`config.mk`:
```
export PLATFORM = sky130hd
export DESIGN_NAME = gtacc_lane
export DESIGN_NICKNAME = d
export VERILOG_FILES = /design/src/rtl/core/assert_macros.svh /design/src/rtl/core/gtacc_pkg.sv /design/src/rtl/core/gtacc_fmul.sv /design/src/rtl/core/gtacc_fadd.sv /design/src/rtl/core/gtacc_lane.sv
export SDC_FILE = /design/constraint.sdc
export NUM_CORES = 2
export LEC_CHECK = 0
export BUFFER_PORTS_ARGS = -buffer_cell sky130_fd_sc_hd__buf_2
export CORE_MARGIN = 2
export CORE_UTILIZATION = 30
export DETAILED_ROUTE_END_ITERATION = 6
export REMOVE_ABC_BUFFERS = 1
export SLEW_MARGIN = 20
export SYNTH_ARGS = -nofsm -noshare
export SYNTH_HDL_FRONTEND = slang
export SYNTH_SLANG_ARGS = --single-unit
```
`constraint.sdc`:
```
create_clock -name clk -period 40.4 [get_ports clk]
set_input_delay 8.08 -clock clk [delete_from_list [all_inputs] [get_ports clk]]
set_output_delay 8.08 -clock clk [all_outputs]
set_load 0.05 [all_outputs]
```
`src/rtl/core/assert_macros.svh`:
```
// ----------------------------------------------------------------------------
// assertion macros shared by the rtl
// ----------------------------------------------------------------------------
`ifndef ASSERT_MACROS_SVH
`define ASSERT_MACROS_SVH

// plain property, clocked on clk, off during reset
`define GTACC_ASSERT(lbl, prop, msg) \
  lbl: assert property (@(posedge clk) disable iff (!rst_n) (prop)) else $error(msg);

// implication in the same cycle
`define GTACC_ASSERT_IMP(lbl, ante, cons, msg) \
  lbl: assert property (@(posedge clk) disable iff (!rst_n) (ante) |-> (cons)) else $error(msg);

`endif

```
`src/rtl/core/gtacc_pkg.sv`:
```
// ----------------------------------------------------------------------------
// gtacc_pkg
// shared types, codes and fp32 helpers for the 4x4 gemm tile
// ----------------------------------------------------------------------------
`timescale 1ns / 1ps
`default_nettype none
package gtacc_pkg;

  localparam int TILE = 4;
  localparam int COL_W = 2;

  localparam logic [31:0] QNAN = 32'h7FC00000;

  localparam logic OP_ACC   = 1'b0;
  localparam logic OP_FLUSH = 1'b1;

  localparam logic [COL_W-1:0] LAST_COL = COL_W'(TILE - 1);

  // operand class codes for the multiplier
  localparam logic [1:0] CLS_NORM = 2'd0;
  localparam logic [1:0] CLS_ZERO = 2'd1;
  localparam logic [1:0] CLS_INF  = 2'd2;
  localparam logic [1:0] CLS_NAN  = 2'd3;

  typedef struct packed {
    logic acc_we;
    logic acc_clr;
    logic use_c;
  } gtacc_ctl_t;

  // leading zero count of a nonzero 48-bit word
  function automatic logic [5:0] clz48(input logic [47:0] m);
    logic [5:0] lz;
    begin
      lz = 6'd0;
      for (int i = 0; i < 48; i++) begin
        if (m[i]) lz = 6'(47 - i);
      end
      return lz;
    end
  endfunction

  // round to nearest even and pack; m has its leading one at bit 47,
  // ex is the biased exponent of that leading one
  function automatic logic [31:0] round_pack(input logic s, input logic signed [12:0] ex,
                                             input logic [47:0] m);
    logic [5:0]  sh;
    logic [47:0] ms;
    logic        lost;
    logic [23:0] keep;
    logic        g;
    logic        st;
    logic        inc;
    logic [7:0]  ef;
    logic [30:0] mag;
    begin
      sh = 6'd0;
      if (ex >= 13'sd255) begin
        return {s, 8'hFF, 23'd0};
      end
      if (ex >= 13'sd1) begin
        ms   = m;
        lost = 1'b0;
        ef   = ex[7:0];
      end else begin
        if (ex < -13'sd48) sh = 6'd49;
        else sh = 6'(13'sd1 - ex);
        ms   = m >> sh;
        lost = |(m & ~({48{1'b1}} << sh));
        ef   = 8'd0;
      end
      keep = ms[47:24];
      g    = ms[23];
      st   = (|ms[22:0]) | lost;
      inc  = g & (st | keep[0]);
      mag  = {ef, keep[22:0]} + 31'(inc);
      return {s, mag};
    end
  endfunction

endpackage
`default_nettype wire

```
`src/rtl/core/gtacc_fmul.sv`:
```
// ----------------------------------------------------------------------------
// gtacc_fmul
// two-stage fp32 multiplier: significand product, then normalize and round
// ----------------------------------------------------------------------------
`timescale 1ns / 1ps
`default_nettype none
module gtacc_fmul (
  input  wire logic        clk,
  input  wire logic        en,
  input  wire logic [31:0] a,
  input  wire logic [31:0] b,
  output logic      [31:0] prod
);

  logic [7:0]  ea, eb;
  logic [23:0] ma, mb;
  logic        za, zb, ia, ib, na, nb;
  logic [1:0]  cls_nxt;

  logic               s_r;
  logic [1:0]         cls_r;
  logic [47:0]        p_r;
  logic signed [12:0] e_r;
  logic [31:0]        prod_r;

  logic [5:0]         lz;
  logic [31:0]        prod_nxt;

  always_comb begin
    ea = (a[30:23] == 8'd0) ? 8'd1 : a[30:23];
    eb = (b[30:23] == 8'd0) ? 8'd1 : b[30:23];
    ma = {a[30:23] != 8'd0, a[22:0]};
    mb = {b[30:23] != 8'd0, b[22:0]};
    za = (a[30:0] == 31'd0);
    zb = (b[30:0] == 31'd0);
    ia = (a[30:23] == 8'hFF) && (a[22:0] == 23'd0);
    ib = (b[30:23] == 8'hFF) && (b[22:0] == 23'd0);
    na = (a[30:23] == 8'hFF) && (a[22:0] != 23'd0);
    nb = (b[30:23] == 8'hFF) && (b[22:0] != 23'd0);
    if (na || nb || (ia && zb) || (za && ib)) cls_nxt = gtacc_pkg::CLS_NAN;
    else if (ia || ib) cls_nxt = gtacc_pkg::CLS_INF;
    else if (za || zb) cls_nxt = gtacc_pkg::CLS_ZERO;
    else cls_nxt = gtacc_pkg::CLS_NORM;
  end

  always_ff @(posedge clk) begin
    if (en) begin
      s_r   <= a[31] ^ b[31];
      cls_r <= cls_nxt;
      p_r   <= 48'(ma) * 48'(mb);
      e_r   <= $signed({5'd0, ea}) + $signed({5'd0, eb}) - 13'sd127;
    end
  end

  always_comb begin
    lz = gtacc_pkg::clz48(p_r);
    case (cls_r)
      gtacc_pkg::CLS_NAN:  prod_nxt = gtacc_pkg::QNAN;
      gtacc_pkg::CLS_INF:  prod_nxt = {s_r, 8'hFF, 23'd0};
      gtacc_pkg::CLS_ZERO: prod_nxt = {s_r, 31'd0};
      default: prod_nxt = gtacc_pkg::round_pack(s_r,
                            e_r + 13'sd1 - $signed({7'd0, lz}), p_r << lz);
    endcase
  end

  always_ff @(posedge clk) begin
    if (en) prod_r <= prod_nxt;
  end

  assign prod = prod_r;

endmodule
`default_nettype wire

```
`src/rtl/core/gtacc_fadd.sv`:
```
// ----------------------------------------------------------------------------
// gtacc_fadd
// combinational fp32 adder, round to nearest even
// ----------------------------------------------------------------------------
`timescale 1ns / 1ps
`default_nettype none
module gtacc_fadd (
  input  wire logic [31:0] a,
  input  wire logic [31:0] b,
  output logic      [31:0] sum
);

  logic        na, nb, ia, ib;
  logic        swap;
  logic [31:0] big, sml;
  logic [7:0]  eb_eff, es_eff, d;
  logic [4:0]  sh;
  logic [26:0] mb27, ms27, al;
  logic        st;
  logic [27:0] r;
  logic [5:0]  lz;
  logic [47:0] m;

  always_comb begin
    na   = (a[30:23] == 8'hFF) && (a[22:0] != 23'd0);
    nb   = (b[30:23] == 8'hFF) && (b[22:0] != 23'd0);
    ia   = (a[30:23] == 8'hFF) && (a[22:0] == 23'd0);
    ib   = (b[30:23] == 8'hFF) && (b[22:0] == 23'd0);
    swap = (b[30:0] > a[30:0]);
    big  = swap ? b : a;
    sml  = swap ? a : b;
    eb_eff = (big[30:23] == 8'd0) ? 8'd1 : big[30:23];
    es_eff = (sml[30:23] == 8'd0) ? 8'd1 : sml[30:23];
    d    = eb_eff - es_eff;
    sh   = (d > 8'd31) ? 5'd31 : d[4:0];
    mb27 = {big[30:23] != 8'd0, big[22:0], 3'b000};
    ms27 = {sml[30:23] != 8'd0, sml[22:0], 3'b000};
    al   = ms27 >> sh;
    st   = |(ms27 & ~({27{1'b1}} << sh));
    al[0] = al[0] | st;
    if (big[31] == sml[31]) r = {1'b0, mb27} + {1'b0, al};
    else r = {1'b0, mb27} - {1'b0, al};
    lz   = gtacc_pkg::clz48({r, 20'd0});
    m    = {r, 20'd0} << lz;

    // nan, opposite infinities, infinities, exact zero, then the rounded sum
    if (na || nb || (ia && ib && (a[31] != b[31]))) sum = gtacc_pkg::QNAN;
    else if (ia) sum = a;
    else if (ib) sum = b;
    else if (r == 28'd0) sum = {a[31] & b[31], 31'd0};
    else sum = gtacc_pkg::round_pack(big[31],
                 $signed({5'd0, eb_eff}) + 13'sd1 - $signed({7'd0, lz}), m);
  end

endmodule
`default_nettype wire

```
`src/rtl/core/gtacc_lane.sv`:
```
// ----------------------------------------------------------------------------
// gtacc_lane
// one tile element: multiplier, adder and accumulator register
// ----------------------------------------------------------------------------
`timescale 1ns / 1ps
`default_nettype none
module gtacc_lane (
  input  wire logic                  clk,
  input  wire logic                  rst_n,
  input  wire logic                  en,
  input  wire logic [31:0]           a,
  input  wire logic [31:0]           b,
  input  wire logic [31:0]           c_old,
  input  wire gtacc_pkg::gtacc_ctl_t ctl,
  output logic      [31:0]           sum
);

  logic [31:0] prod;
  logic [31:0] addend;
  logic [31:0] acc_r;

  gtacc_fmul u_mul (
    .clk  (clk),
    .en   (en),
    .a    (a),
    .b    (b),
    .prod (prod)
  );

  // flush adds the old c value instead of the product
  assign addend = ctl.use_c ? c_old : prod;

  gtacc_fadd u_add (
    .a   (acc_r),
    .b   (addend),
    .sum (sum)
  );

  always_ff @(posedge clk) begin
    if (!rst_n) begin
      acc_r <= 32'd0;
    end else if (ctl.acc_clr) begin
      acc_r <= 32'd0;
    end else if (ctl.acc_we) begin
      acc_r <= sum;
    end
  end

endmodule
`default_nettype wire

```
==> impl_metrics.ini <==
[status]
violations = design-rule violations
status = complete, but fails checks

[detailed_routing]
vias = 46263
finalWirelength_um = 191000
detailedRoute.firstIterationViolations = 5236
via_per_inst = 5.87
post-route-drc-count = 1
wl_per_cell_um = 24.3
first_pass_iters = 7
drtAntennaViolNets = 0

[die]
dieArea_um2 = 155000
io_pins = 134
die_w_um = 394
fp-row-count = 143
die_height_um = 394
start_util = 0.301
core_um2 = 151000

[place]
placed_area_um2 = 48200
hpwlAfterDp_um = 151000
dp.cells = 7853
gp_congestion = 1.02
io_buffers = 133

[clock_network]
clock_sink_count = 128
h-tree-depth = 4
cts_tree = yes
clk-insertion-delay-late_ns = 0.47
clk_pin_slew_worst_paths_ns = 0.07
hold_buffers = 0
clockBufferDepth = 2
cts_buffers = 17
clockRootBuffer = clkbuf_16
cts_setup_buffers = 0
ctsResizeCount = 0

[timing]
fin_tns_setup_ns = 0
rsz0062_at_grt = no
period_needed_ns = 37.62
clock.fmax_ghz = 0.0266
slew_violations = 0
relSlewSlack = 0.218
setup_viol = 0
hold_viol_final = 0
worst_pin_slew_ns = 1.16
clock_skew_ns = 0.0181
period_share = 0.931

[synth]
yosys_warnings = 0
ys_ff_latch = 128
netlist_instances = 5937
ys_types = 137
netlist_area_um2 = 45600
synthArstFlopShare = 0
avgSynthCellArea_um2 = 7.68
ys.flop_type = edfxtp_1
synth_edf_count = 96
ys_seq_area_frac = 0.0773

[hold_path]
whs_endpoint = acc_r[10]$_SDFFE_PP0P_
min_from = acc_r[10]$_SDFFE_PP0P_
hold_class = flip-flop to flip-flop
hold-path-cell-count = 2

[cells_and_area]
final_cell_mix = nand2_1, inv_1, fa_1
fill_cells = 16300
drive_gt1_frac = 0.0868
layoutNonFillerInstCount = 7886
fin_nets = 6739
final_common_cell = nand2_1
final_cell_area_um2 = 48800
syn_to_final_growth_pct = 6.96

[global_routing]
first_global_vias = 45460
antenna_found_initial = 8
grt_max_degree = 72
overflow = 0
grt_usage = 0.240
grt_pass1_wl_um = 289000

[critical_path]
crit_slowest_cell = nor2_1
worstSetupEndpointType = output port
rr_worst_depth = 79
r2r_start = u_mul.prod[24]$_DFFE_PP_
cp_max_fo = 31
critPathArrivalTime_ns = 29.54
start_kind = input port
slowest_delay_ns = 0.75
cp_common_cell = a21oi_1
required_ns = 32.32
path_class = input port to output port
r2r-end = acc_r[22]$_SDFFE_PP0P_
rrSetupSlack_ns = 18.96

[flow_run]
maxCapViolCount = 0
## sequential cells by signal, summed over array words and instances (netlist names)
name         cells
u_mul.prod      32
u_mul.s_r        1
u_mul.p_r       48
u_mul.cls_r      2
acc_r           32
u_mul.e_r       13
## worst max-delay path by stage
stage	cells past startpoint	start	end
2_1_floorplan	73	ctl[0]	sum[28]
3_3_place_gp	81	ctl[0]	sum[28]
3_5_place_dp	81	ctl[0]	sum[28]
4_1_cts	81	ctl[0]	sum[28]
5_1_grt	81	ctl[0]	sum[28]
6_report	81	ctl[0]	sum[28]
## cells by family (layout without fill, tap and decap cells)
group,Yosys count,count (layout),synth area share
compound gates,1454,1454,0.219
xor+xnor,153,153,0.0299
fa+ha+maj,796,796,0.299
buf+inv,1020,938,0.0871
flops,128,128,0.0773
mux,188,188,0.0565
other cells,0,1,0
simple gates,2198,2198,0.232
## critical path, delay by kind of cell
kind | cells | cell delay (ns)
muxes | 3 | 1.22
adders and majority gates | 7 | 2.29
xor gates and xnor gates | 2 | 0.35
and+or+nand+nor | 21 | 5.69
AOI/OAI and AO/OA | 37 | 9.49
buffers and inverters | 11 | 2.31
## layout make-up
class / count / area, um2 / area share
inverters: 667 / 2500 / 0.0513
clock inverters: 15 / 175 / 0.00359
clock buffers: 17 / 425 / 0.00872
well taps: 2030 / 2540 / 0.0521
flip-flops and latches: 128 / 3520 / 0.0722
multi-input cells: 4789 / 38100 / 0.782
diodes: 1 / 2.50 / 0.0000513
repair buffers: 239 / 1460 / 0.0300
## per-stage QoR
stage	utilization	hold WS, ns	setup slack, ns
after floorplan	-	0.430	4.43
after global placement	0.318	0.475	3.49
after detailed placement	0.318	0.466	3.32
after CTS	0.322	0.481	3.25
after global routing	0.322	0.521	0.913
final	0.322	0.474	2.78
## synth_stat cells, drive strengths merged, types with 39 or more instances
cell type	count	area, um2
nand2	804	3020
inv	662	2480
fa	487	9750
nor2	441	1660
a21oi	343	1740
ha	308	3850
clkbuf	287	1080
o21ai	286	1450
and2	271	1700
nand3	151	756
nor3	146	773
xnor2	115	1030
edfxtp	96	2880
mux2i	93	935
a211oi	86	678
a22oi	79	593
o22ai	79	513
nor4	70	484
o211ai	67	508
buf	66	389
a31oi	61	439
nand4	60	382
mux4	50	1130
nand2b	46	288
o21bai	46	345
mux2	45	514
o31ai	39	303
or3	39	244
## routing by layer
metal	vias to the layer above	global-route usage	routed length, um
li1	20539	-	-
met1	22735	0.309	76700
met2	2491	0.393	88700
met3	498	0.0383	16100
met4	0	0.109	9720
met5	-	0	0
Power is not shown: default switching activity piles up to over one toggle a cycle in this logic, so the estimate is an artifact.
